--- src/rtl/mvna_pkg.sv ---
// Package with the shared types and constants of the vertex normal block.
package mvna_pkg;

   localparam int POS_W  = 16;
   localparam int IDX_W  = 10;
   localparam int SUM_W  = 20;
   localparam int NORM_W = 16;
   localparam int VEC_W  = 35;
   localparam int MAG_W  = 35;

   localparam logic [1:0] REQ_LOAD = 2'd0;
   localparam logic [1:0] REQ_FACE = 2'd1;
   localparam logic [1:0] REQ_READ = 2'd2;

   localparam logic signed [SUM_W:0] SUM_MAX = 21'sd524287;
   localparam logic signed [SUM_W:0] SUM_MIN = -21'sd524288;

   typedef logic signed [VEC_W-1:0] vec_type;
   typedef logic signed [NORM_W-1:0] norm_type;

   typedef struct packed {
      norm_type x;
      norm_type y;
      norm_type z;
      logic     zero;
   } norm_result_type;

endpackage

--- src/rtl/mvna_norm.sv ---
// Multi-cycle vector normalizer: shift, sum of squares, square root and division.
module mvna_norm import mvna_pkg::*; (
   input  logic            clock,
   input  logic            reset,
   input  logic            start,
   input  vec_type         vec_x,
   input  vec_type         vec_y,
   input  vec_type         vec_z,
   output norm_result_type result,
   output logic            done
);

   typedef enum logic [2:0] {N_IDLE, N_SHIFT, N_SQ, N_SQRT, N_DLOAD, N_DIV} nstate_type;

   nstate_type          state_ff;
   logic [MAG_W-1:0]    mag_ff [3];
   logic                sgn_ff [3];
   logic [MAG_W-1:0]    m_ff;
   logic [1:0]          cnt_ff;
   logic [61:0]         prod_ff;
   logic [63:0]         s_ff;
   logic [63:0]         v_ff;
   logic [63:0]         r_ff;
   logic [63:0]         bit_ff;
   logic [32:0]         rem_ff;
   logic [14:0]         quot_ff;
   logic [3:0]          step_ff;
   logic [1:0]          k_ff;
   norm_type            res_ff [3];
   logic                zero_ff;
   logic                done_ff;

   logic [MAG_W-1:0]    mag_in [3];
   logic [MAG_W-1:0]    m_in;
   logic [30:0]         sq_in;
   logic [63:0]         trial_in;
   logic [31:0]         rem_in;
   logic                ge_in;
   logic [14:0]         qfin_in;

   always_comb begin
      mag_in[0] = vec_x[VEC_W-1] ? MAG_W'(-vec_x) : MAG_W'(vec_x);
      mag_in[1] = vec_y[VEC_W-1] ? MAG_W'(-vec_y) : MAG_W'(vec_y);
      mag_in[2] = vec_z[VEC_W-1] ? MAG_W'(-vec_z) : MAG_W'(vec_z);
      m_in = mag_in[0];
      if (mag_in[1] > m_in) begin
         m_in = mag_in[1];
      end
      if (mag_in[2] > m_in) begin
         m_in = mag_in[2];
      end
      case (cnt_ff)
         2'd0:    sq_in = mag_ff[0][30:0];
         2'd1:    sq_in = mag_ff[1][30:0];
         default: sq_in = mag_ff[2][30:0];
      endcase
      trial_in = r_ff + bit_ff;
      ge_in    = rem_ff >= {1'b0, r_ff[31:0]};
      rem_in   = ge_in ? 32'(rem_ff - {1'b0, r_ff[31:0]}) : rem_ff[31:0];
      qfin_in  = {quot_ff[13:0], ge_in};
   end

   always_ff @(posedge clock) begin
      done_ff <= 1'b0;
      unique case (state_ff)
         N_IDLE: begin
            if (start) begin
               for (int i = 0; i < 3; i++) begin
                  mag_ff[i] <= mag_in[i];
               end
               sgn_ff[0] <= vec_x[VEC_W-1];
               sgn_ff[1] <= vec_y[VEC_W-1];
               sgn_ff[2] <= vec_z[VEC_W-1];
               m_ff      <= m_in;
               if (m_in == '0) begin
                  for (int i = 0; i < 3; i++) begin
                     res_ff[i] <= '0;
                  end
                  zero_ff <= 1'b1;
                  done_ff <= 1'b1;
               end else begin
                  zero_ff  <= 1'b0;
                  state_ff <= N_SHIFT;
               end
            end
         end
         N_SHIFT: begin
            if (m_ff[MAG_W-1:31] != '0) begin
               for (int i = 0; i < 3; i++) begin
                  mag_ff[i] <= mag_ff[i] >> 1;
               end
               m_ff <= m_ff >> 1;
            end else if (!m_ff[30]) begin
               for (int i = 0; i < 3; i++) begin
                  mag_ff[i] <= mag_ff[i] << 1;
               end
               m_ff <= m_ff << 1;
            end else begin
               cnt_ff   <= 2'd0;
               s_ff     <= '0;
               state_ff <= N_SQ;
            end
         end
         N_SQ: begin
            prod_ff <= sq_in * sq_in;
            if (cnt_ff != 2'd0) begin
               s_ff <= s_ff + 64'(prod_ff);
            end
            if (cnt_ff == 2'd3) begin
               v_ff     <= s_ff + 64'(prod_ff);
               r_ff     <= '0;
               bit_ff   <= 64'd1 << 62;
               state_ff <= N_SQRT;
            end
            cnt_ff <= cnt_ff + 2'd1;
         end
         N_SQRT: begin
            if (v_ff >= trial_in) begin
               v_ff <= v_ff - trial_in;
               r_ff <= (r_ff >> 1) + bit_ff;
            end else begin
               r_ff <= r_ff >> 1;
            end
            bit_ff <= bit_ff >> 2;
            if (bit_ff[0]) begin
               k_ff     <= 2'd0;
               state_ff <= N_DLOAD;
            end
         end
         N_DLOAD: begin
            case (k_ff)
               2'd0:    rem_ff <= 33'(mag_ff[0][30:0]);
               2'd1:    rem_ff <= 33'(mag_ff[1][30:0]);
               default: rem_ff <= 33'(mag_ff[2][30:0]);
            endcase
            quot_ff  <= '0;
            step_ff  <= '0;
            state_ff <= N_DIV;
         end
         N_DIV: begin
            rem_ff  <= {rem_in, 1'b0};
            quot_ff <= qfin_in;
            step_ff <= step_ff + 4'd1;
            if (step_ff == 4'd14) begin
               res_ff[k_ff] <= sgn_ff[k_ff] ? -norm_type'(qfin_in) : norm_type'(qfin_in);
               k_ff <= k_ff + 2'd1;
               if (k_ff == 2'd2) begin
                  done_ff  <= 1'b1;
                  state_ff <= N_IDLE;
               end else begin
                  state_ff <= N_DLOAD;
               end
            end
         end
         default: state_ff <= N_IDLE;
      endcase
      if (reset) begin
         state_ff <= N_IDLE;
         done_ff  <= 1'b0;
      end
   end

   assign result = '{x: res_ff[0], y: res_ff[1], z: res_ff[2], zero: zero_ff};
   assign done   = done_ff;

endmodule

--- config.mk ---
export PLATFORM = sky130hd
export DESIGN_NAME = mvna_norm
export DESIGN_NICKNAME = d
export VERILOG_FILES = /design/src/rtl/mvna_pkg.sv /design/src/rtl/mvna_norm.sv
export SDC_FILE = /design/constraint.sdc
export NUM_CORES = 2
export LEC_CHECK = 0
export ABC_CLOCK_PERIOD_IN_PS = 26200
export BUFFER_PORTS_ARGS = -buffer_cell sky130_fd_sc_hd__buf_2
export CORE_UTILIZATION = 30
export CTS_CLUSTER_SIZE = 10
export DETAILED_ROUTE_END_ITERATION = 8
export PLACE_DENSITY = 0.51
export SYNTH_ARGS = -nofsm -noshare
export SYNTH_HDL_FRONTEND = slang
export SYNTH_SLANG_ARGS = --single-unit
--- constraint.sdc ---
create_clock -name clock -period 26.2 [get_ports clock]
set_input_delay 5.24 -clock clock [delete_from_list [all_inputs] [get_ports clock]]
set_output_delay 5.24 -clock clock [all_outputs]
set_load 0.01 [all_outputs]
=== After elaboration in Yosys (flattened, before gate mapping) ===
Memory sizes are Yosys's and may differ from the RTL's. A register that Yosys moved wholly into a read port is not among the register bits.
Index checks and enable logic that the tools add are counted.
Widths: inputs -> output; s select.

* Word-level logic and storage cells: 155
* Output and inout bits: 50
* Memories kept: 3
* Bits in writable memories: 156
* Bits in registers: 413

* $mul: 1
* Bitwise gates (word level): 6
* Reduce and logical (&&, ||, !) cells: 21
* Equal/unequal tests: 20
* Muxes and demuxes: 73
* Order comparisons: 4
* Add/subtract/negate cells: 12

{| class="wikitable"
|+ Memory list
! name !! depth !! bits a word !! read ports !! clocked after memory_dff !! write ports !! line !! RTL
|-
| mag_ff || 3 || 35 || 3 || 0 || 3 || mvna_norm.sv:16 || <nowiki>logic [MAG_W-1:0] mag_ff [3];</nowiki>
|-
| res_ff || 3 || 16 || 3 || 0 || 3 || mvna_norm.sv:29 || <nowiki>norm_type res_ff [3];</nowiki>
|-
| sgn_ff || 3 || 1 || 1 || 1 || 3 || mvna_norm.sv:17 || <nowiki>logic sgn_ff [3];</nowiki>
|}

{| class="wikitable"
|+ Operators with widths
! operator !! number
|-
| $mux 64 || 8
|-
| $pmux 64 s2 || 4
|-
| $mux 35 || 14
|-
| $pmux 31 s2 || 2
|-
| $neg 35->35 || 3
|-
| $gt 35x35->1 || 2
|-
| $pmux 35 s2 || 1
|-
| $pmux 33 s2 || 1
|-
| $add 63x64->64 || 1
|-
| $add 64x62->64 || 1
|-
| $add 64x64->64 || 1
|-
| $ge 64x64->1 || 1
|-
| $sub 64x64->64 || 1
|-
| $mul 31x31->62 || 1
|-
| $logic_not 35->1 || 1
|-
| $ge 33x32->1 || 1
|-
| $mux 16 || 2
|-
| $mux 32 || 1
|-
| $sub 32x32->32 || 1
|-
| $pmux 14 s2 || 1
|-
| $mux 3 || 8
|-
| $mux 1 || 20
|-
| $ne 2x2->1 const B || 9
|-
| $pmux 3 s6 || 1
|-
| other kinds (24) || 51
|}

=== Longest topological paths before layout ===
* Depth after elaboration: 12
* Mapped depth: 41

=== Least setup slack after synthesis ===
No wires, ideal clock.

* Kind: input to register
* Start: input port vec_y[11]
* End: memory res_ff[0][0] (netlist name), enable pin
* Buffers on the path: 3
* Setup slack: 13338 ps
* Arrival time: 12491 ps
* Required time: 25828 ps
* Cell stages on the path: 29
* Library setup time: 372 ps
* Cell sequence: or4_4 > or4_1 > buf_2 > or3_1 > nand2b_4 > o41ai_1 > xor2_1 > inv_1 > ha_1 > nand4_1 > or3_1 > nor3b_1 > o22ai_4 > buf_6 > mux2_2 > ha_1 > nand4_1 > nor4_1 > o21a_1 > a2bb2oi_1 > and4_1 > nor2_1 > clkbuf_1 > o21ai_0 > nor4b_1 > nand4_1 > nor4_4 > nand2_2 > nand2_1

{| class="wikitable"
|+ RTL lines
! item !! line !! RTL
|-
| from (decl) || mvna_norm.sv:7 || <nowiki>input vec_type vec_y,</nowiki>
|-
| to (decl) || mvna_norm.sv:29 ||
|}

==> impl_metrics.ini <==
[layout]
multi_input_area_um2 = 44700
fillCellCount = 22560
antenna-diode-count = 0
fin_util = 0.331
synthToLayoutAreaGrowth_pct = 9.68
fin_nets = 8591
drive_above_1_share = 0.0634
ff_latch_area_um2 = 16100

[floorplanning]
num_io_pins = 158
core_area_um2 = 217000
die_w_um = 470
dieHeight_um = 470
start_util = 0.302
die_area_um2 = 221000
rows = 171

[yosys]
synth_top_cell_area_share = 0.243
dominantRegCellSynth = edfxtp_1
synth_edf_count = 532
synth_nets = 8531
async_reset_ff_frac = 0
syn-cell-area_um2 = 65700
synth_cell_type_count = 87
ys_warn_count = 0
postSynthCellCount = 7112
synth_seq_cells = 538
synth_top_area_cell = edfxtp_1
yosys-top-cells-area = edfxtp_1, fa_1, ha_1, inv_1, nand2_1
yosysSeqAreaShare = 0.245
syn_area_per_cell_um2 = 9.23

[sta]
fmax_mhz = 66.5
slew_violations = 0
fin_tns_setup_ps = 0
min_period_ps = 15030
rsz0062_at_grt = no
setup_viol = 0
worst_slew_pin_slew_ps = 1200
finalCritPeriodShare = 0.574
final_hold_viol_count = 0
worst_slack_ps = 11170
maxSlewHeadroom = 0.197
finClkSkew_ps = 72.4

[drt]
dr.pass1.iters = 5
via_per_inst = 5.09
num_vias = 51233
routedWlPerCell_um = 21.2
ant_nets = 0
drt_iter0_markers = 3913
wl_mm = 213
drc_errors = 0

[global_routing]
grt_pass1_wl_mm = 325
grt.busiest_layer = met2
grt.met1_usage = 0.279
grt_use_total = 0.191
gr-total-overflow = 0
antenna_found_initial = 1
grt_max_degree = 114
grtUsageMet2 = 0.298
grtUsageMet3 = 0.0275
grt_pass1_vias = 52050

[worst_setup_path]
r2r_start = cnt_ff[0]
ff2ff_setup_slack_ps = 13940
critPathMaxStageDelay_ps = 780
cp_slowest_cell = nor4_1
crit_type = in -> reg
worstRegToRegCells = 34
critPathArrivalTime_ps = 15320
end_kind = register
critPathLaunchType = input port
crit_fanout = 55
cp.required_ps = 26490
cpMostUsedCell = nand4_1
worstReg2RegEnd = prod_ff[58]

[run]
cap_violations = 0

[hold_path]
min_delay_path_depth = 2
hold_class = reg -> reg
min_delay_worst_endpoint = m_ff[1]
holdCritStartpoint = m_ff[0]

[placement]
gp_congestion = 0.902
portBuffers = 157
place_hpwl_mm = 166
post-place-ws_ps = 10700

[outcome]
status = finished, final reports clean

[clock_network]
hold_buffers = 0
cts_tree = done
clock_path_buffers = 3
cts_max_level = 3
clock_sinks = 538
cts_inserted_buffers = 71
insertion_delay_ps = 690
post-cts-setup-buffer-count = 0
post_cts_resized = 0
clk_pin_slew_worst_paths_ps = 50
cts_root_buffer = clkbuf_16
==> per-layer routing <==
layer / wire length [um] / vias up / share of wire
met5: 0 / - / 0
met4: 4050 / 0 / 0.019
met3: 13100 / 192 / 0.061
met2: 94600 / 1351 / 0.44
met1: 101000 / 25626 / 0.48
li1: - / 24064 / -
==> synthesized netlist by cell type (37+ instances only) <==
cell	count
inv_1	1052
fa_1	752
nand2_1	727
nor2_1	699
ha_1	559
edfxtp_1	532
a21oi_1	483
o21ai_0	362
clkbuf_1	245
xor2_1	218
xnor2_1	209
a21o_1	175
a31oi_1	81
and3_1	74
nand3_1	69
nor3_1	53
o31ai_1	51
nand4_1	46
a211oi_1	45
o21a_1	44
and2_1	43
mux2i_1	41
a221o_1	39
o21bai_1	38
nand2b_1	37
==> cells by family after synthesis <==
logic type               synth area share
AND/OR/NAND/NOR                     0.126
multiplexers                       0.0120
buffers and inverters              0.0763
AO/OA/AOI/OAI                       0.147
XOR/XNOR                           0.0570
flip-flops                          0.245
adder cells (fa/ha/maj)             0.336
==> final cells by class <==
cell class	instances	area share
clock buffers	91	0.0262
clock inverters	29	0.00325
multi-input cells	5249	0.621
flip-flops and latches	538	0.224
well taps	2854	0.0496
inverters	1058	0.0552
repair buffers	254	0.0210
==> worst max-delay path: cells and delay by family <==
family | cells | cell delay [ps]
compound gates | 5 | 980
xor+xnor | 1 | 500
fa+ha+maj | 2 | 620
buf+inv | 4 | 1040
mux | 1 | 380
simple gates | 16 | 6500
==> worst max-delay path by stage <==
stage | to | cells past startpoint | startpoint | slack, ps
after floorplan | res_ff[0][0] | 29 | vec_y[11] | 13340
after global placement | res_ff[2][13] | 29 | vec_y[9] | 10760
after detailed placement | res_ff[2][13] | 29 | vec_y[9] | 10700
after CTS | res_ff[2][10] | 29 | vec_y[9] | 11400
after global routing | res_ff[2][7] | 29 | vec_y[11] | 10650
final | res_ff[2][7] | 29 | vec_y[9] | 11170
==> flip-flops by register name, indices dropped and copies added, names as in the netlist, named ones only <==
| name | flops |
|---|---|
| mag_ff | 105 |
| r_ff | 64 |
| s_ff | 64 |
| v_ff | 64 |
| prod_ff | 61 |
| res_ff | 48 |
| m_ff | 35 |
| rem_ff | 33 |
| bit_ff | 32 |
| quot_ff | 14 |
| step_ff | 4 |
| sgn_ff | 3 |
| state_ff | 3 |
| cnt_ff | 2 |
| k_ff | 2 |
| done | 1 |
| zero_ff | 1 |
==> per-stage QoR <==
step / cell area (um2) / hold slack, ps / instances
finish: 72000 / 532 / 10073
global route: 72000 / 561 / 10073
CTS: 72000 / 525 / 10073
detailed placement: 69900 / 495 / 9953
global placement: 69900 / 511 / 9953
floorplan: 65700 / 484 / 7112
==> placed cells by master, fill, tap and decap left out, types with 45 or more instances in the layout <==
cell type	netlist	final
nand4_1	46	46
o21ai_0	362	362
clkbuf_16	0	72
nor2_1	699	694
xor2_1	218	218
o31ai_1	51	51
nand2_1	727	724
inv_1	1052	1050
a211oi_1	45	45
edfxtp_1	532	532
and3_1	74	74
ha_1	559	559
buf_2	4	157
nor3_1	53	52
a21o_1	175	175
a31oi_1	81	80
xnor2_1	209	209
a21oi_1	483	467
nand3_1	69	69
buf_4	1	97
fa_1	752	752
Power is left out: the tool's default activity adds up to more than one toggle a clock period on the data nets, which glitch-free logic cannot reach.
